## src/sfc_pkg.sv

```systemverilog
// Shared types, constants and functions of the sensor frame serializer.
package sfc_pkg;

    localparam int FRAME_LEN   = 26;
    localparam int CRC_SPAN    = 24;
    localparam int QUEUE_DEPTH = 2;
    localparam int IDX_W       = $clog2(FRAME_LEN);

    localparam logic [7:0]  HDR_G    = 8'h47;
    localparam logic [7:0]  HDR_Y    = 8'h59;
    localparam logic [7:0]  HDR_R    = 8'h52;
    localparam logic [15:0] CRC_INIT = 16'hFFFF;
    localparam logic [15:0] CRC_POLY = 16'hA001;

    typedef logic [IDX_W-1:0] t_idx;
    typedef logic [7:0]       t_byte;

    localparam t_idx LAST_IDX = t_idx'(FRAME_LEN - 1);
    localparam t_idx CRC_LO   = t_idx'(CRC_SPAN);

    typedef struct packed {
        logic [15:0] gyro_x;
        logic [15:0] gyro_y;
        logic [15:0] gyro_z;
        logic [7:0]  gyro_status;
        logic [15:0] accel_x;
        logic [15:0] accel_y;
        logic [15:0] accel_z;
        logic [7:0]  accel_status;
        logic [15:0] mag_pair_a;
        logic [15:0] mag_pair_b;
        logic [15:0] mag_pair_c;
        logic [7:0]  mag_status;
    } t_snapshot;

    // Queue head as seen by the serializer
    typedef struct packed {
        logic      valid;
        t_snapshot data;
    } t_q_head;

    // One byte of CRC-16/Modbus, LSB first
    function automatic logic [15:0] crc16_byte(input logic [15:0] crc, input t_byte b);
        logic [15:0] acc;
        acc = crc ^ {8'h00, b};
        for (int k = 0; k < 8; k++) begin
            acc = acc[0] ? ((acc >> 1) ^ CRC_POLY) : (acc >> 1);
        end
        return acc;
    endfunction

    // Header and payload bytes, positions 0 to CRC_SPAN-1
    function automatic t_byte frame_head(input t_snapshot s, input t_idx idx);
        t_byte fr [CRC_SPAN];
        fr[0]  = HDR_G;
        fr[1]  = HDR_Y;
        fr[2]  = HDR_R;
        fr[3]  = s.gyro_x[7:0];
        fr[4]  = s.gyro_x[15:8];
        fr[5]  = s.gyro_y[7:0];
        fr[6]  = s.gyro_y[15:8];
        fr[7]  = s.gyro_z[7:0];
        fr[8]  = s.gyro_z[15:8];
        fr[9]  = s.gyro_status;
        fr[10] = s.accel_x[7:0];
        fr[11] = s.accel_x[15:8];
        fr[12] = s.accel_y[7:0];
        fr[13] = s.accel_y[15:8];
        fr[14] = s.accel_z[7:0];
        fr[15] = s.accel_z[15:8];
        fr[16] = s.accel_status;
        fr[17] = s.mag_pair_a[7:0];
        fr[18] = s.mag_pair_a[15:8];
        fr[19] = s.mag_pair_b[7:0];
        fr[20] = s.mag_pair_b[15:8];
        fr[21] = s.mag_pair_c[7:0];
        fr[22] = s.mag_pair_c[15:8];
        fr[23] = s.mag_status;
        return (idx < CRC_LO) ? fr[idx] : 8'h00;
    endfunction

endpackage

```

## src/sfc_if.sv

```systemverilog
// Handshake interfaces: sensor snapshot channel and frame byte channel.
interface sfc_snap_if;
    logic        valid;
    logic        ready;
    logic [15:0] gyro_x;
    logic [15:0] gyro_y;
    logic [15:0] gyro_z;
    logic [7:0]  gyro_status;
    logic [15:0] accel_x;
    logic [15:0] accel_y;
    logic [15:0] accel_z;
    logic [7:0]  accel_status;
    logic [15:0] mag_pair_a;
    logic [15:0] mag_pair_b;
    logic [15:0] mag_pair_c;
    logic [7:0]  mag_status;

    modport source (
        output valid, gyro_x, gyro_y, gyro_z, gyro_status, accel_x, accel_y, accel_z,
               accel_status, mag_pair_a, mag_pair_b, mag_pair_c, mag_status,
        input  ready
    );
    modport sink (
        input  valid, gyro_x, gyro_y, gyro_z, gyro_status, accel_x, accel_y, accel_z,
               accel_status, mag_pair_a, mag_pair_b, mag_pair_c, mag_status,
        output ready
    );
endinterface

interface sfc_byte_if;
    logic       valid;
    logic       ready;
    logic [7:0] frame_byte;
    logic       frame_last;

    modport source (output valid, frame_byte, frame_last, input ready);
    modport sink (input valid, frame_byte, frame_last, output ready);
endinterface

```

## src/sensor_frame_crc16_serializer.sv

```systemverilog
// Top level of the sensor frame serializer with CRC-16/Modbus trailer.
//
//   port      dir   kind              payload
//   i_snap    in    valid/ready sink  twelve snapshot fields
//   o_frame   out   valid/ready src   frame_byte, frame_last
//
// Each snapshot produces 26 output bytes, one per cycle while o_frame.ready
// stays high; back-to-back snapshots stream with no gap between frames. The
// CRC advances one byte per emitted header or payload byte.
// Reset (i_rst_n low, synchronous) empties the queue and the output register.
// A stalled output holds its byte; up to QueueDepth snapshots wait meanwhile.
module sensor_frame_crc16_serializer #(
    parameter int QueueDepth = sfc_pkg::QUEUE_DEPTH
) (
    input  logic       i_clk,
    input  logic       i_rst_n,
    sfc_snap_if.sink   i_snap,
    sfc_byte_if.source o_frame
);
    import sfc_pkg::*;

    t_q_head w_head;
    logic    w_pop;

    sfc_front #(
        .QueueDepth(QueueDepth)
    ) u_front (
        .i_clk  (i_clk),
        .i_rst_n(i_rst_n),
        .i_snap (i_snap),
        .i_pop  (w_pop),
        .o_head (w_head)
    );

    sfc_back u_back (
        .i_clk  (i_clk),
        .i_rst_n(i_rst_n),
        .i_head (w_head),
        .o_pop  (w_pop),
        .o_frame(o_frame)
    );

endmodule

```

## src/sfc_front.sv

```systemverilog
// Front end: accepts snapshots, packs them and holds them in a short queue.
module sfc_front #(
    parameter int QueueDepth = sfc_pkg::QUEUE_DEPTH
) (
    input  logic             i_clk,
    input  logic             i_rst_n,
    sfc_snap_if.sink         i_snap,
    input  logic             i_pop,
    output sfc_pkg::t_q_head o_head
);
    import sfc_pkg::*;

    localparam int PW = (QueueDepth > 1) ? $clog2(QueueDepth) : 1;
    localparam int CW = $clog2(QueueDepth + 1);
    localparam logic [PW-1:0] PTR_LAST = PW'(QueueDepth - 1);
    localparam logic [CW-1:0] CNT_FULL = CW'(QueueDepth);

    t_snapshot     r_mem [QueueDepth];
    logic [PW-1:0] r_wr_ptr, n_wr_ptr;
    logic [PW-1:0] r_rd_ptr, n_rd_ptr;
    logic [CW-1:0] r_count,  n_count;
    t_snapshot     w_pack;
    logic          w_push;
    logic          w_pop;

    // Pack the incoming fields into one snapshot word
    always_comb begin
        w_pack.gyro_x       = i_snap.gyro_x;
        w_pack.gyro_y       = i_snap.gyro_y;
        w_pack.gyro_z       = i_snap.gyro_z;
        w_pack.gyro_status  = i_snap.gyro_status;
        w_pack.accel_x      = i_snap.accel_x;
        w_pack.accel_y      = i_snap.accel_y;
        w_pack.accel_z      = i_snap.accel_z;
        w_pack.accel_status = i_snap.accel_status;
        w_pack.mag_pair_a   = i_snap.mag_pair_a;
        w_pack.mag_pair_b   = i_snap.mag_pair_b;
        w_pack.mag_pair_c   = i_snap.mag_pair_c;
        w_pack.mag_status   = i_snap.mag_status;
    end

    assign i_snap.ready = (r_count != CNT_FULL);
    assign w_push       = i_snap.valid && i_snap.ready;
    assign w_pop        = i_pop && (r_count != '0);

    assign o_head.valid = (r_count != '0);
    assign o_head.data  = r_mem[r_rd_ptr];

    // Advance pointers and occupancy
    always_comb begin
        n_wr_ptr = r_wr_ptr;
        n_rd_ptr = r_rd_ptr;
        n_count  = r_count;
        if (w_push) begin
            n_wr_ptr = (r_wr_ptr == PTR_LAST) ? '0 : r_wr_ptr + 1'b1;
        end
        if (w_pop) begin
            n_rd_ptr = (r_rd_ptr == PTR_LAST) ? '0 : r_rd_ptr + 1'b1;
        end
        if (w_push && !w_pop) begin
            n_count = r_count + 1'b1;
        end else if (!w_push && w_pop) begin
            n_count = r_count - 1'b1;
        end
    end

    always_ff @(posedge i_clk) begin
        if (!i_rst_n) begin
            r_wr_ptr <= '0;
            r_rd_ptr <= '0;
            r_count  <= '0;
        end else begin
            r_wr_ptr <= n_wr_ptr;
            r_rd_ptr <= n_rd_ptr;
            r_count  <= n_count;
        end
    end

    // Store the accepted snapshot
    always_ff @(posedge i_clk) begin
        if (w_push) begin
            r_mem[r_wr_ptr] <= w_pack;
        end
    end

    a_count_bound: assert property (@(posedge i_clk) disable iff (!i_rst_n)
        r_count <= CNT_FULL)
        else $error("queue occupancy above depth");

    a_push_grows: assert property (@(posedge i_clk) disable iff (!i_rst_n)
        (w_push && !w_pop) |=> (r_count == $past(r_count) + 1'b1))
        else $error("queue occupancy did not grow on push");

endmodule

```

## src/sfc_back.sv

```systemverilog
// Back end: walks one snapshot through the 26 frame bytes and appends the CRC.
module sfc_back (
    input  logic             i_clk,
    input  logic             i_rst_n,
    input  sfc_pkg::t_q_head i_head,
    output logic             o_pop,
    sfc_byte_if.source       o_frame
);
    import sfc_pkg::*;

    t_snapshot   r_snap;
    logic        r_busy,  n_busy;
    t_idx        r_idx,   n_idx;
    logic [15:0] r_crc,   n_crc;
    logic        r_out_valid, n_out_valid;
    t_byte       r_out_byte;
    logic        r_out_last;
    logic        w_adv;
    t_byte       w_byte;

    // While busy, emit a byte whenever the output register is free or being drained
    assign w_adv = r_busy && (!r_out_valid || o_frame.ready);
    assign o_pop = i_head.valid && (!r_busy || (w_adv && r_idx == LAST_IDX));

    // Select the current frame byte
    always_comb begin
        if (r_idx < CRC_LO) begin
            w_byte = frame_head(r_snap, r_idx);
        end else if (r_idx == CRC_LO) begin
            w_byte = r_crc[7:0];
        end else begin
            w_byte = r_crc[15:8];
        end
    end

    // Next sequencing state
    always_comb begin
        n_busy      = r_busy;
        n_idx       = r_idx;
        n_crc       = r_crc;
        n_out_valid = r_out_valid;
        if (o_frame.ready) begin
            n_out_valid = 1'b0;
        end
        if (w_adv) begin
            n_out_valid = 1'b1;
            n_idx       = r_idx + 1'b1;
            if (r_idx < CRC_LO) begin
                n_crc = crc16_byte(r_crc, w_byte);
            end
            if (r_idx == LAST_IDX) begin
                n_busy = 1'b0;
            end
        end
        if (o_pop) begin
            n_busy = 1'b1;
            n_idx  = '0;
            n_crc  = CRC_INIT;
        end
    end

    always_ff @(posedge i_clk) begin
        if (!i_rst_n) begin
            r_busy      <= 1'b0;
            r_idx       <= '0;
            r_out_valid <= 1'b0;
        end else begin
            r_busy      <= n_busy;
            r_idx       <= n_idx;
            r_out_valid <= n_out_valid;
        end
    end

    // Hold payload: snapshot, CRC and output byte
    always_ff @(posedge i_clk) begin
        r_crc <= n_crc;
        if (o_pop) begin
            r_snap <= i_head.data;
        end
        if (w_adv) begin
            r_out_byte <= w_byte;
            r_out_last <= (r_idx == LAST_IDX);
        end
    end

    assign o_frame.valid      = r_out_valid;
    assign o_frame.frame_byte = r_out_byte;
    assign o_frame.frame_last = r_out_last;

    a_idx_range: assert property (@(posedge i_clk) disable iff (!i_rst_n)
        r_busy |-> (r_idx <= LAST_IDX))
        else $error("byte index past end of frame");

    a_pop_at_end: assert property (@(posedge i_clk) disable iff (!i_rst_n)
        o_pop |-> (!r_busy || r_idx == LAST_IDX))
        else $error("snapshot fetched in mid-frame");

    a_last_ends: assert property (@(posedge i_clk) disable iff (!i_rst_n)
        (r_out_valid && r_out_last) |-> (!r_busy || r_idx == '0))
        else $error("frame still running after last byte");

endmodule

```

## src/flat_wrapper.sv

```systemverilog
// flat-port wrapper written by rule: the top's interface ports become plain ports
module sensor_frame_crc16_serializer_flat import sfc_pkg::*;
#(
    parameter int QueueDepth = sfc_pkg::QUEUE_DEPTH
)
  (i_clk, i_rst_n, i_snap_valid, i_snap_gyro_x, i_snap_gyro_y, i_snap_gyro_z, i_snap_gyro_status, i_snap_accel_x, i_snap_accel_y, i_snap_accel_z, i_snap_accel_status, i_snap_mag_pair_a, i_snap_mag_pair_b, i_snap_mag_pair_c, i_snap_mag_status, i_snap_ready, o_frame_valid, o_frame_frame_byte, o_frame_frame_last, o_frame_ready);
  sfc_snap_if i_snap_i ();
  sfc_byte_if o_frame_i ();
  input  logic i_clk;
  input  logic i_rst_n;
  input wire logic [$bits(i_snap_i.valid)-1:0] i_snap_valid;
  input wire logic [$bits(i_snap_i.gyro_x)-1:0] i_snap_gyro_x;
  input wire logic [$bits(i_snap_i.gyro_y)-1:0] i_snap_gyro_y;
  input wire logic [$bits(i_snap_i.gyro_z)-1:0] i_snap_gyro_z;
  input wire logic [$bits(i_snap_i.gyro_status)-1:0] i_snap_gyro_status;
  input wire logic [$bits(i_snap_i.accel_x)-1:0] i_snap_accel_x;
  input wire logic [$bits(i_snap_i.accel_y)-1:0] i_snap_accel_y;
  input wire logic [$bits(i_snap_i.accel_z)-1:0] i_snap_accel_z;
  input wire logic [$bits(i_snap_i.accel_status)-1:0] i_snap_accel_status;
  input wire logic [$bits(i_snap_i.mag_pair_a)-1:0] i_snap_mag_pair_a;
  input wire logic [$bits(i_snap_i.mag_pair_b)-1:0] i_snap_mag_pair_b;
  input wire logic [$bits(i_snap_i.mag_pair_c)-1:0] i_snap_mag_pair_c;
  input wire logic [$bits(i_snap_i.mag_status)-1:0] i_snap_mag_status;
  output wire logic [$bits(i_snap_i.ready)-1:0] i_snap_ready;
  output wire logic [$bits(o_frame_i.valid)-1:0] o_frame_valid;
  output wire logic [$bits(o_frame_i.frame_byte)-1:0] o_frame_frame_byte;
  output wire logic [$bits(o_frame_i.frame_last)-1:0] o_frame_frame_last;
  input wire logic [$bits(o_frame_i.ready)-1:0] o_frame_ready;
  assign i_snap_i.valid = i_snap_valid;
  assign i_snap_i.gyro_x = i_snap_gyro_x;
  assign i_snap_i.gyro_y = i_snap_gyro_y;
  assign i_snap_i.gyro_z = i_snap_gyro_z;
  assign i_snap_i.gyro_status = i_snap_gyro_status;
  assign i_snap_i.accel_x = i_snap_accel_x;
  assign i_snap_i.accel_y = i_snap_accel_y;
  assign i_snap_i.accel_z = i_snap_accel_z;
  assign i_snap_i.accel_status = i_snap_accel_status;
  assign i_snap_i.mag_pair_a = i_snap_mag_pair_a;
  assign i_snap_i.mag_pair_b = i_snap_mag_pair_b;
  assign i_snap_i.mag_pair_c = i_snap_mag_pair_c;
  assign i_snap_i.mag_status = i_snap_mag_status;
  assign i_snap_ready = i_snap_i.ready;
  assign o_frame_valid = o_frame_i.valid;
  assign o_frame_frame_byte = o_frame_i.frame_byte;
  assign o_frame_frame_last = o_frame_i.frame_last;
  assign o_frame_i.ready = o_frame_ready;
  sensor_frame_crc16_serializer #(.QueueDepth(QueueDepth)) u_core (.i_clk(i_clk), .i_rst_n(i_rst_n), .i_snap(i_snap_i), .o_frame(o_frame_i));
endmodule
```

## config.mk

```make
export PLATFORM = sky130hd
export DESIGN_NAME = sensor_frame_crc16_serializer_flat
export DESIGN_NICKNAME = d
export VERILOG_FILES = /design/src/sfc_pkg.sv /design/src/sfc_if.sv /design/src/sensor_frame_crc16_serializer.sv /design/src/sfc_front.sv /design/src/sfc_back.sv /design/src/flat_wrapper.sv
export SDC_FILE = /design/constraint.sdc
export NUM_CORES = 1
export LEC_CHECK = 0
export BUFFER_PORTS_ARGS = -buffer_cell sky130_fd_sc_hd__buf_2
export CAP_MARGIN = 5
export CELL_PAD_IN_SITES_DETAIL_PLACEMENT = 1
export CELL_PAD_IN_SITES_GLOBAL_PLACEMENT = 2
export CORE_MARGIN = 10
export CORE_UTILIZATION = 41
export CTS_CLUSTER_DIAMETER = 40
export DETAILED_ROUTE_END_ITERATION = 8
export HOLD_SLACK_MARGIN = 0.06
export MAX_ROUTING_LAYER = met4
export PLACE_DENSITY_LB_ADDON = 0.1
export SYNTH_ARGS = -nofsm -noshare
export SYNTH_HDL_FRONTEND = slang
export SYNTH_SLANG_ARGS = --single-unit
```

## constraint.sdc

```tcl
create_clock -name i_clk -period 9.15 [get_ports i_clk]
set_clock_uncertainty 0.15 [all_clocks]
set_input_delay 0.915 -clock i_clk [delete_from_list [all_inputs] [get_ports i_clk]]
set_output_delay 0.915 -clock i_clk [all_outputs]
set_load 0.01 [all_outputs]
```

### After elaboration in Yosys (flattened, before gate mapping)

Memory sizes are Yosys's and may differ from the RTL's. A register that Yosys moved wholly into a read port is not among the register bits.
Cells that the tools add are included.

* input port bits: 172
* output and inout bits: 11
* bits in writable memories: 336
* bits in registers: 36
* memories: 1
* ROM bits: 0
* latch bits: 0
* logic and storage cells: 76

Memories
* u_core.u_front.r_mem: words 2, width 168, read ports 1, clocked after Yosys merged registers in 1, write ports 1, RTL line sfc_front.sv:18 `t_snapshot r_mem [QueueDepth];`

* div/mod/pow operators: 0
* mux-type cells: 24
* multiply operators: 0
* reduce and logical (&&, ||, !) cells: 21
* shift operators: 0
* bitwise logic cells: 11
* add/subtract/negate cells: 5
* eq/ne operators: 3
* magnitude comparators: 2

Operators by type and width (number)
* 16-bit 2-to-1 mux: 8
* 8-bit binary-select mux with 5-bit select: 1
* 8-bit 2-to-1 mux: 4
* 2-bit inverter with 3-bit output: 8
* 16-bit by 8-bit XOR with 16-bit output: 1
* 5-bit == test, second input constant: 2
* 2-bit nonzero test: 5
* 1-bit 2-to-1 mux: 9
* 1-bit logical AND: 7
* 6-bit greater-or-equal comparator, second input constant: 1
* 5-bit inverter with 6-bit output: 1
* 5-bit by 1-bit adder with 5-bit output, second input constant: 1
* 5-bit < comparator, second input constant: 1
* 1-bit logical NOT: 4
* 2-bit 2-to-1 mux: 2
* 2-bit AND reduction: 2
* 1-bit adder, second input constant: 2
* 2-bit by 1-bit adder with 2-bit output, second input constant: 1
* 1-bit logical OR: 2
* 2-bit inequality test, second input constant: 1
* 2-bit OR reduction: 1
* 2-bit by 1-bit subtractor with 2-bit output, second input constant: 1
* 1-bit inverter: 1

### Longest topological paths before layout

Gate-level depths: netlist of run 1.

* depth in word-level cells: 22
* gate-level depth with buffers: 15

### Cells and area by module

Synthesis of run 1 repeated with hierarchy kept, for this count alone.

* cell total of the unflattened synthesis: 1009
* area, all modules: 21036.4 um2

Modules (own cells, without submodules)
* sfc_front: area an instance 12788.5 um2, seq. area each 10189.8 um2, cells an instance 547, instances 1
* sfc_back: area an instance 8247.9 um2, seq. area each 5775.5 um2, cells an instance 462, instances 1

### Least setup slack after synthesis of run 1

No wires, ideal clock.

* kind: input port to flip-flop
* start: input port i_snap_valid
* end: memory u_core.u_front.r_mem[0][0] (netlist name), enable pin
* buffers on the path: 0
* cell stages on the path: 2
* path slack: 0.315 ns
* library setup time: 0.699 ns
* arrival: 7.986 ns
* required time: 8.301 ns
* cells stage by stage: nand2_1 > nor2_1

* cells in the longest elaborated chain, start to end: 3

Ends and longest elaborated chain
* start, declared: RTL line flat_wrapper.sv:11 `input wire logic [$bits(i_snap_i.valid)-1:0] i_snap_valid;`
* 1-bit logical AND: RTL line sfc_front.sv:43 `assign w_push = i_snap.valid && i_snap.ready;`
* 1-bit 2-to-1 mux: RTL line sfc_front.sv:81 `if (w_push) begin`
* 1-bit 2-to-1 mux (implied by the code): RTL line sfc_front.sv:82 `r_mem[r_wr_ptr] <= w_pack;`
* end, declared: RTL line sfc_front.sv:18

Every way passes these cells.

### Worst setup path after layout of run 1

* start: register u_core.u_back.r_idx[0]
* end: register, netlist name u_core.u_back.r_snap[140]

* cells in the longest elaborated chain, start to end: 4

Ends and longest elaborated chain
* start, declared: RTL line sfc_back.sv:13 `t_idx r_idx, n_idx;`
* start signal, assigned: RTL line sfc_back.sv:69 `r_idx <= n_idx;`
* 5-bit == test: RTL line sfc_back.sv:23 `assign o_pop = i_head.valid && (!r_busy || (w_adv && r_idx == LAST_IDX));`
* 1-bit logical AND: RTL line sfc_back.sv:23
* 1-bit logical OR: RTL line sfc_back.sv:23
* 1-bit logical AND: RTL line sfc_back.sv:23

Every way passes these cells.
A chain may end at the register's enable or synchronous reset.

==> results of run 1 <==
-- worst reg2reg max path: stages (launching register included) --
cell and delay (ns):
dfxtp_2 0.33, buf_4 0.54, ha_1 0.26, inv_1 0.05, o41ai_1 0.47, o21ai_1 0.14, buf_4 0.25, inv_6 0.71
buf_4 0.89
-- area by class of cell --
class                   instances  area share
flip-flops and latches        540       0.636
multi-input cells             443       0.171
clock buffers                  96      0.0898
repair buffers                195      0.0407
well taps                     664      0.0331
clock inverters                62      0.0270
inverters                      10     0.00170
diodes                          1   0.0000998
-- per-layer routing --
| metal | up-vias | global-route usage | wire length [um] |
|---|---|---|---|
| met1 | 5094 | 0.202 | 20900 |
| met4 | 0 | 0.0460 | 981 |
| met3 | 79 | 0.0354 | 1680 |
| met5 | - | - | 0 |
| met2 | 195 | 0.259 | 23000 |
| li1 | 4627 | - | - |
-- registers in the layout (all words and copies together) (netlist names) --
name and flops:
u_core.u_front.r_mem 336, u_core.u_back.r_snap 168, u_core.u_back.r_crc 16, u_core.u_back.o_frame.frame_byte 8
u_core.u_back.r_idx 5, u_core.u_front.r_count 2, u_core.u_back.o_frame.frame_last 1, u_core.u_back.o_frame.valid 1
u_core.u_back.r_busy 1, u_core.u_front.r_rd_ptr 1, u_core.u_front.r_wr_ptr 1
-- synth_stat cells, drive strengths merged (4+ instances only) --
master  number
nor2        16
ha           4
a22oi        6
mux4        22
nand2       39
nor2b        9
dfxtp       27
o211ai       8
inv          7
and3         6
clkbuf      28
buf         18
nand4        4
a21oi        9
xnor2       14
o21ai       14
mux2i       35
mux2       177
xor2        10
a211oi       5
edfxtp     513
and2         5
nand2b       5
nand3       13
-- power breakdown --
group          switching [mW]  internal (mW)  total [mW]
registers               0.216           3.46        3.67
clock network            1.17           2.08        3.24
logic                   0.885          0.610        1.50
-- per-stage QoR --
step	std cells	cell area [um2]	util	hold WS [ns]
4_1_cts	2010	25100	0.509	0.310
3_5_place_dp	1852	22100	0.450	0.343
3_3_place_gp	1852	22100	0.450	0.338
5_1_grt	2011	25100	0.509	0.310
2_1_floorplan	1039	20500	-	0.304
6_report	2011	25100	0.509	0.345
-- cells by family after synthesis --
logic type / Yosys count / share of synthesized area
flip-flops: 540 / 0.777
adder cells (fa/ha/maj): 4 / 0.00244
AO/OA/AOI/OAI: 72 / 0.0260
multiplexers: 234 / 0.141
AND/OR/NAND/NOR: 106 / 0.0255
buffers and inverters: 56 / 0.0143
XOR/XNOR: 27 / 0.0144
-- final timing paths --
| check | startpoint | endpoint | cells after the start | slack (ns) |
|---|---|---|---|---|
| hold reg to reg | u_core.u_back.r_crc[13] | u_core.u_back.r_crc[5] | 2 | 0.35 |
| setup / recovery | u_core.u_back.r_idx[0] | u_core.u_back.r_snap[140] | 8 | 4.93 |
| hold / removal | i_snap_accel_y[2] | u_core.u_front.r_mem[1][82] | 1 | 0.34 |
| setup reg to reg | u_core.u_back.r_idx[0] | u_core.u_back.r_snap[140] | 8 | 4.93 |
==> out/metrics.csv, run 1 <==
metric,value,unit
Sink Count,540,
Multi-input gate area,4300,um2
"commonest cells after routing, fill and taps aside","513 x edfxtp_1, 182 x buf_2, 177 x mux2_2",
Power Density,335,nW/um2
status,completed,
Die X,244,um
synth warn,0,
largest net degree at the start of global routing,112,
unrepaired setup endpoints after global routing,false,
"Seq/Total Area, Yosys",0.777,
crit-path cells,"buf_4, ha_1, inv_1, o41ai_1, o21ai_1, buf_4, inv_6, buf_4",
clk_lat worst skew,0.61,ns
share of cells above drive strength 1,0.400,
CTS buffer count,85,
CTS Buffer Depth,3,
antenna-violating nets left,0,
post-route setup slack,4.93,ns
leakage,8.66,nW
commonest register cell after synthesis,edfxtp_1,
DRT iter0 DRCs,494,
Slowest cell on crit path,buf_4,
Final Cycle Share,0.461,
Critical Path RT,9.22,ns
largest cells by area after synthesis,"edfxtp_1 75%, mux2_2 9.7%, dfxtp_1 2.6%",
Syn Area/Cell,19.8,um2
"Hold Vio Cnt, Final",0,
final worst path period need,4.22,ns
initial antenna violation count,2,
Final setup viols,0,
worst-path fanout max,111,
via count,9995,
Fillers,4532,
leading area contributor after synthesis,edfxtp_1,
maxcap violations,0,
CP peak stage delay,0.75,ns
Post-Syn Nets,1215,
die area,59400,um2
WL final,46.6,mm
Synth Register Bits,540,
Max VDD drop,0.000196,V
Place WS,4.91,ns
CTS hold repair buffers,0,
Sequential Area,16000,um2
setup bufs post-CTS,0,
cell area after synthesis,20500,um2
fmax,237,MHz
Worst EP arrival,4.30,ns
CTS root buf,clkbuf_16,
Final Wtd Congestion,0.805,
CP dominant cell by count,buf_4,
first-pass GRT wire length,70.1,mm
Vias/cell,4.97,
post-synth top area share,0.751,
vias in the first global route,11300,
Worst Setup Path Type,flop to flop,
Initial Utilization,0.417,
CTS resizes,0,
chip height,244,um
drt first pass iters,5,
Yosys cell types,64,
Post-synth EDFFs,513,
family with the most delay on the worst path,buffers and inverters,
Area Growth Syn to Fin,22.2,%
Worst setup EP type,flop,
clock-pin slew on the worst setup and hold paths,0.05,ns
FP Rows,81,
drt wl/cell,23.2,um
Cells after Synth,1039,
Final Total Pwr,8.41,mW
NumNets Final,1451,
number of remaining DRC errors,0,
gr ovfl total,0,
CTS H-tree lvls,3,
worst min path class,primary input to flop,
gr usage total,0.161,
Slew HR,0.283,
dpl hpwl,29.5,mm
Synth async-reset ratio,0,
Setup crit start kind,flop,
CTS tree,built,
# port buffers,182,
Top Ports,183,
Tightest Pin Transition,1.07,ns
setup_tns,0,ns
worst path buffer plus inverter count,5,
max-slew violations,0,
core box area,49300,um2
"commonest non-fill, non-tap cell in the layout",edfxtp_1,
Power figures use the tool's default switching activity.
==> run 2: changes to the inputs <==
--- a/config.mk
+++ b/config.mk
@@ -5,12 +5,13 @@
 export SDC_FILE = /design/constraint.sdc
 export NUM_CORES = 1
 export LEC_CHECK = 0
+export ABC_AREA = 1
 export BUFFER_PORTS_ARGS = -buffer_cell sky130_fd_sc_hd__buf_2
 export CAP_MARGIN = 5
 export CELL_PAD_IN_SITES_DETAIL_PLACEMENT = 1
 export CELL_PAD_IN_SITES_GLOBAL_PLACEMENT = 2
 export CORE_MARGIN = 10
-export CORE_UTILIZATION = 41
+export CORE_UTILIZATION = 37
 export CTS_CLUSTER_DIAMETER = 40
 export DETAILED_ROUTE_END_ITERATION = 8
 export HOLD_SLACK_MARGIN = 0.06
==> constraint.sdc (replaced) <==
create_clock -name i_clk -period 3.6 [get_ports i_clk]
set_clock_uncertainty 0.15 [all_clocks]
set_input_delay 0.36 -clock i_clk [delete_from_list [all_inputs] [get_ports i_clk]]
set_output_delay 0.36 -clock i_clk [all_outputs]
set_load 0.01 [all_outputs]
==> run 2 against run 1 <==
Compared with the run above:
- sequential cell count is the same
- global-route usage grew 2.2 points
- clock power grew to 2.6 times the previous value
- critical path type unchanged
- register-to-register slack lost 4.5 ns
- synthesized area grew 1.2%
- final cell count grew 43%
- total power grew to 2.8 times the previous value
==> out/metrics.csv, run 2 <==
metric,value,unit,change
"Hold Vio Cnt, Final",0,,unchanged
CTS tree,built,,unchanged
clock-pin slew on the worst setup and hold paths,0.06,ns,was 0.05 ns
Cells after Synth,1658,,was 1039
Max VDD drop,0.000452,V,was 0.000196 V
worst hold path stage count,2,,was 1
Area Growth Syn to Fin,32.0,%,was 22.2%
largest net degree at the start of global routing,169,,was 112
initial antenna violation count,1,,was 2
Die X,257,um,was 244 um
leading area contributor after synthesis,edfxtp_1,,unchanged
Post-synth EDFFs,513,,unchanged
drt first pass iters,5,,unchanged
Yosys cell types,34,,was 64
sink of the worst hold path,u_core.u_front.r_mem[1][134],,was u_core.u_front.r_mem[1][82]
Final Instance Area,27400,um2,was 25100 um2
CTS Buffer Depth,3,,unchanged
Setup crit start kind,flop,,unchanged
Tightest Pin Transition,1.25,ns,was 1.07 ns
# port buffers,182,,unchanged
Final Wtd Congestion,0.818,,was 0.805
FF-to-FF setup slack,0.42,ns,was 4.93 ns
CTS buffer count,87,,was 85
Post-Syn Nets,1834,,was 1215
FP Rows,86,,was 81
Top Registers,"u_core.u_front.r_mem x336, u_core.u_back.r_snap x168, u_core.u_back.r_crc x16",,unchanged
via count,13700,,was 9995
largest cells by area after synthesis,"edfxtp_1 74%, nand2_1 13%, dfxtp_1 2.6%",,"was edfxtp_1 75%, mux2_2 9.7%, dfxtp_1 2.6%"
Area after DPL,22700,um2,was 22100 um2
drt wl/cell,20.4,um,was 23.2 um
setup_tns,0,ns,unchanged
worst-path fanout max,10,,was 111
Worst setup EP type,flop,,unchanged
Initial Utilization,0.376,,was 0.417
clock share of power,0.359,,was 0.385
Worst EP arrival,3.53,ns,was 4.30 ns
"commonest cells after routing, fill and taps aside","696 x nand2_1, 513 x edfxtp_1, 182 x buf_2",,"was 513 x edfxtp_1, 182 x buf_2, 177 x mux2_2"
FF-to-FF End,u_core.u_back.r_crc[0],,was u_core.u_back.r_snap[140]
max-slew violations,0,,unchanged
post-synth top area share,0.741,,was 0.751
maxcap violations,0,,unchanged
NumNets Final,2234,,was 1451
core box area,55300,um2,was 49300 um2
fmax,315,MHz,was 237 MHz
max reg flops,336,,unchanged
die area,66000,um2,was 59400 um2
vias in the first global route,14700,,was 11.3k
Syn Area/Cell,12.5,um2,was 19.8 um2
leakage,10.9,nW,was 8.66 nW
Sink Count,540,,unchanged
Worst Setup Path Type,flop to flop,,unchanged
R2R depth,21,,was 8
synth warn,0,,unchanged
chip height,257,um,was 244 um
Synth top cells by count,"698 x nand2_1, 513 x edfxtp_1, 61 x inv_1",,"was 513 x edfxtp_1, 177 x mux2_2, 39 x nand2_1"
worst min path class,primary input to flop,,unchanged
Pint,16.1,mW,was 6.14 mW
gr usage total,0.183,,was 0.161
Slew HR,0.165,,was 0.283
dpl hpwl,36.6,mm,was 29.5 mm
Fillers,5735,,was 4532
CTS resizes,0,,unchanged
ant diodes,0,,was 1
Synth Register Bits,540,,unchanged
Final setup viols,0,,unchanged
share of cells above drive strength 1,0.187,,was 0.400
commonest register cell after synthesis,edfxtp_1,,unchanged
WL final,58.8,mm,was 46.6 mm
"Seq/Total Area, Yosys",0.767,,was 0.777
number of remaining DRC errors,0,,unchanged
Synth async-reset ratio,0,,unchanged
Multi-input gate area,4270,um2,was 4300 um2
first-pass GRT wire length,90.1,mm,was 70.1 mm
DRT iter0 DRCs,714,,was 494
clk_lat worst skew,0.62,ns,was 0.61 ns
Top Ports,183,,unchanged
Final Cycle Share,0.883,,was 0.461
Vias/cell,4.76,,was 4.97
worst hold start,i_snap_gyro_z[14],,was i_snap_accel_y[2]
Critical Path RT,3.95,ns,was 9.22 ns
unrepaired setup endpoints after global routing,false,,unchanged
antenna-violating nets left,0,,unchanged
NetSw,7.67,mW,was 2.27 mW
reg2reg start,u_core.u_back.r_idx[3],,was u_core.u_back.r_idx[0]
"commonest non-fill, non-tap cell in the layout",nand2_1,,was edfxtp_1
top-count cell post-synth,nand2_1,,was edfxtp_1
CTS root buf,clkbuf_16,,unchanged
Power Density,865,nW/um2,was 335 nW/um2
CTS H-tree lvls,3,,unchanged
sequential fraction of design power,0.424,,was 0.437
gr ovfl total,0,,unchanged
Sequential Area,16000,um2,about the same
sw frac,0.323,,was 0.269
status,completed,,unchanged
register with the most flip-flops,u_core.u_front.r_mem,,unchanged
Logic pwr share,0.217,,was 0.178
cell area after synthesis,20800,um2,was 20500 um2
final worst path period need,3.18,ns,was 4.22 ns
[run 2: final cells by class]
cell class              count  share of cell area
clock buffers              95              0.0820
clock inverters            68              0.0281
multi-input cells         982               0.156
inverters                  67             0.00994
flip-flops and latches    540               0.582
well taps                 748              0.0341
repair buffers            380               0.109
[run 2: power groups by stage]
stage / logic [mW] / clock network [mW] / registers [mW]
after CTS: 5.30 / 8.69 / 10.1
after global placement: 5.06 / 0 / 10.2
after floorplan: 3.20 / 0 / 9.89
final: 5.14 / 8.52 / 10.1
after detailed placement: 5.12 / 0 / 10.2
after global routing: 5.82 / 8.97 / 10.2
[run 2: through the flow]
stage,worst slack (ns),cells,utilization,power [mW],hold slack [ns]
after floorplan,-0.596,1658,-,13.1,0.295
after global placement,0.429,2545,0.410,15.2,0.343
after detailed placement,0.415,2545,0.410,15.3,0.326
after CTS,0.396,2880,0.496,24.1,0.266
after global routing,0.120,2880,0.496,25.0,0.294
final,0.423,2880,0.496,23.7,0.311
[run 2: routing by layer]
| metal | up-vias | part of all wire | global-route usage |
|---|---|---|---|
| met1 | 6829 | 0.46 | 0.235 |
| met5 | - | 0 | - |
| met2 | 264 | 0.49 | 0.297 |
| li1 | 6551 | - | - |
| met3 | 61 | 0.038 | 0.0333 |
| met4 | 0 | 0.015 | 0.0424 |
[run 2: worst max-delay path, cell delays in order (launching register included)]
cell and delay (ns):
dfxtp_1 0.57, inv_1 0.29, nor2_1 0.45, o21ai_1 0.20, nand2_1 0.10, inv_1 0.04
nand2_1 0.06, nand2_1 0.12, nand2_2 0.12, nand2_1 0.05, nand2_1 0.09, nand2_1 0.06
nand2_1 0.10, inv_1 0.07, nand2_1 0.09, nand2_1 0.07, nand2_2 0.08, nand2_2 0.06
nand2_1 0.08, nand3_1 0.07, nand3_1 0.07, nand2_1 0.05
[run 2: cells by family after synthesis]
| group | synth area share |
|---|---|
| XOR/XNOR | 0.000843 |
| AND/OR/NAND/NOR | 0.158 |
| adder cells (fa/ha/maj) | 0.00241 |
| buffers and inverters | 0.0302 |
| flip-flops | 0.767 |
| AO/OA/AOI/OAI | 0.0416 |
[run 2: repair_timing]
action / 4_1_cts / 5_1_grt
hold buffers: 172 / 0
setup buffers: 0 / 0
hold endpoints to repair: 346 / 0
[run 2: worst max path at each step]
stage                                 startpoint                 endpoint  slack [ns]  cells after the start
after global placement    u_core.u_back.r_idx[3]   u_core.u_back.r_crc[0]        0.43                     21
after global routing      u_core.u_back.r_idx[3]   u_core.u_back.r_crc[0]        0.12                     21
after detailed placement  u_core.u_back.r_idx[3]   u_core.u_back.r_crc[0]        0.42                     21
final                     u_core.u_back.r_idx[3]   u_core.u_back.r_crc[0]        0.42                     21
after floorplan           u_core.u_back.r_idx[1]  u_core.u_back.r_snap[0]       -0.60                      8
after CTS                 u_core.u_back.r_idx[3]   u_core.u_back.r_crc[0]        0.40                     21
==> run 3: changes to the inputs <==
--- a/config.mk
+++ b/config.mk
@@ -16,7 +16,7 @@
 export DETAILED_ROUTE_END_ITERATION = 8
 export HOLD_SLACK_MARGIN = 0.06
 export MAX_ROUTING_LAYER = met4
-export PLACE_DENSITY_LB_ADDON = 0.1
+export PLACE_DENSITY = 0.78
 export SYNTH_ARGS = -nofsm -noshare
 export SYNTH_HDL_FRONTEND = slang
 export SYNTH_SLANG_ARGS = --single-unit
==> run 3 against run 2 <==
Compared with the run above:
- total power shrank 3.1%
- via count increased by 0.18%
- sequential cell count stayed put
- hold slack improved by 0.018 ns
- cell area fell by 1.6%
- count of clock-buffer cells in the layout shrank 7
- worst setup slack got worse by 0.038 ns
- wire length up 0.64%
- register-to-register slack lost 0.04 ns
==> out/metrics.csv, run 3 (same netlist as run 2, synthesis figures left out) <==
metric,value,unit,change
clock-pin slew on the worst setup and hold paths,0.06,ns,about the same
DRT iter0 DRCs,1092,,was 714
Sink Count,540,,unchanged
fin cells,2861,,was 2880
Max VDD drop,0.000553,V,was 0.000452 V
WL final,59.2,mm,was 58.8 mm
sink of the worst hold path,u_core.u_front.r_mem[1][61],,was u_core.u_front.r_mem[1][134]
FF-to-FF setup slack,0.38,ns,was 0.42 ns
CTS resizes,0,,unchanged
Setup crit start kind,flop,,unchanged
"Hold Vio Cnt, Final",0,,unchanged
Vias/cell,4.80,,was 4.76
DP Cell Count,2542,,was 2545
worst-path fanout max,27,,was 10
Final Total Pwr,23.0,mW,was 23.7 mW
number of remaining DRC errors,0,,unchanged
initial antenna violation count,3,,was 1
Top Registers,"u_core.u_front.r_mem x336, u_core.u_back.r_snap x168, u_core.u_back.r_crc x16",,unchanged
max-slew violations,0,,unchanged
Tightest Pin Transition,1.17,ns,was 1.25 ns
register with the most flip-flops,u_core.u_front.r_mem,,unchanged
worst min path class,primary input to flop,,unchanged
NumNets Final,2221,,was 2234
Final Instance Area,27000,um2,was 27400 um2
met3 WL post-DR,2.83,mm,was 2.21 mm
gr ovfl total,0,,unchanged
"commonest cells after routing, fill and taps aside","696 x nand2_1, 513 x edfxtp_1, 182 x buf_2",,unchanged
via count,13700,,about the same
post-route setup slack,0.385,ns,was 0.423 ns
worst hold start,i_snap_accel_status[5],,was i_snap_gyro_z[14]
unrepaired setup endpoints after global routing,false,,unchanged
core box area,55300,um2,unchanged
Power Density,852,nW/um2,was 865 nW/um2
Worst setup EP type,flop,,unchanged
CTS root buf,clkbuf_16,,unchanged
FP Rows,86,,unchanged
die area,66000,um2,unchanged
vias in the first global route,15000,,was 14.7k
antenna-violating nets left,0,,unchanged
CTS buffer count,78,,was 87
drt wl/cell,20.7,um,was 20.4 um
fmax,311,MHz,was 315 MHz
first-pass GRT wire length,90.4,mm,was 90.1 mm
reg2reg start,u_core.u_back.r_idx[1],,was u_core.u_back.r_idx[3]
clk_lat worst skew,0.61,ns,was 0.62 ns
Area Growth Syn to Fin,29.9,%,was 32.0%
Area after DPL,22600,um2,was 22700 um2
Final setup viols,0,,unchanged
chip height,257,um,unchanged
# port buffers,182,,unchanged
gr usage total,0.183,,about the same
dpl hpwl,37.0,mm,was 36.6 mm
CTS Buffer Depth,3,,unchanged
largest net degree at the start of global routing,122,,was 169
Place WS,0.435,ns,was 0.415 ns
Fillers,5773,,was 5735
Worst Setup Path Type,flop to flop,,unchanged
share of cells above drive strength 1,0.182,,was 0.187
R2R depth,18,,was 21
maxcap violations,0,,unchanged
Worst EP arrival,3.51,ns,was 3.53 ns
Die X,257,um,unchanged
leakage,10.7,nW,was 10.9 nW
FF-to-FF End,u_core.u_back.r_crc[15],,was u_core.u_back.r_crc[0]
routed wire length on met2,30.2,mm,was 28.6 mm
final worst path period need,3.22,ns,was 3.18 ns
Critical Path RT,3.89,ns,was 3.95 ns
Final Cycle Share,0.893,,was 0.883
Initial Utilization,0.376,,unchanged
metal1 wirelength,25.0,mm,was 27.1 mm
Critical Path Start,u_core.u_back.r_idx[1],,was u_core.u_back.r_idx[3]
Slew HR,0.220,,was 0.165
max reg flops,336,,unchanged
drt first pass iters,5,,unchanged
"commonest non-fill, non-tap cell in the layout",nand2_1,,unchanged
CTS H-tree lvls,3,,unchanged
Top Ports,183,,unchanged
Max Used Layer,met4,,unchanged
CTS tree,built,,unchanged
status,completed,,unchanged
Final Wtd Congestion,0.848,,was 0.818
worst hold path stage count,2,,unchanged
## run 3: timing repair
item                       4_1_cts  5_1_grt
hold endpoints to repair       342        0
setup endpoints to repair        0        0
hold buffers                   171        0
buffers inserted                 0        0
## run 3: report_power, final
part / total [mW] / internal [mW] / switching [mW]
Combinational: 5.06 / 1.37 / 3.68
Clock: 7.75 / 4.77 / 2.98
Sequential: 10.2 / 9.32 / 0.865
## run 3: per-stage QoR
step / util / hold WS [ns] / TNS (ns)
global placement: 0.408 / 0.331 / 0
global route: 0.488 / 0.315 / 0
finish: 0.488 / 0.329 / 0
CTS: 0.488 / 0.284 / 0
floorplan: - / 0.295 / -105.20
detailed placement: 0.408 / 0.335 / 0
## run 3: worst max path at each step
| stage | to | slack (ns) | cells past startpoint |
|---|---|---|---|
| after floorplan | u_core.u_back.r_snap[0] | -0.60 | 8 |
| after CTS | u_core.u_back.r_crc[15] | 0.43 | 18 |
| after global routing | u_core.u_back.r_crc[0] | 0.04 | 21 |
| final | u_core.u_back.r_crc[15] | 0.38 | 18 |
| after global placement | u_core.u_back.r_crc[0] | 0.49 | 18 |
| after detailed placement | u_core.u_back.r_crc[15] | 0.43 | 18 |
## run 3: layout make-up
class | instances | area [um2] | area share
Inverter | 67 | 270 | 0.0100
Multi-Input combinational cell | 982 | 4270 | 0.158
Clock buffer | 88 | 2080 | 0.0772
Tap cell | 748 | 936 | 0.0347
Clock inverter | 57 | 597 | 0.0221
Sequential cell | 540 | 16000 | 0.591
Timing Repair Buffer | 376 | 2870 | 0.106
Antenna cell | 3 | 7.51 | 0.000278
## run 3: critical path, stage by stage, from the launching register on
cell and delay (ns):
dfxtp_2 0.66, nor2_4 0.16, buf_12 0.21, a22oi_1 0.17, o21ai_0 0.20, nand2_1 0.14, nand2_1 0.07, o21ai_1 0.25
nand2_2 0.12, nand2_1 0.08, nand2_1 0.12, nand2_1 0.09, nand2_1 0.08, inv_1 0.10, nand3_2 0.11, nand2_2 0.10
nand2_1 0.07, nand3_1 0.08, o211ai_1 0.09
## run 3: per-layer routing
metal / GRT usage / vias to the layer above
met5: - / -
met4: 0.0577 / 0
met3: 0.0351 / 81
met2: 0.306 / 318
met1: 0.222 / 6833
li1: - / 6498
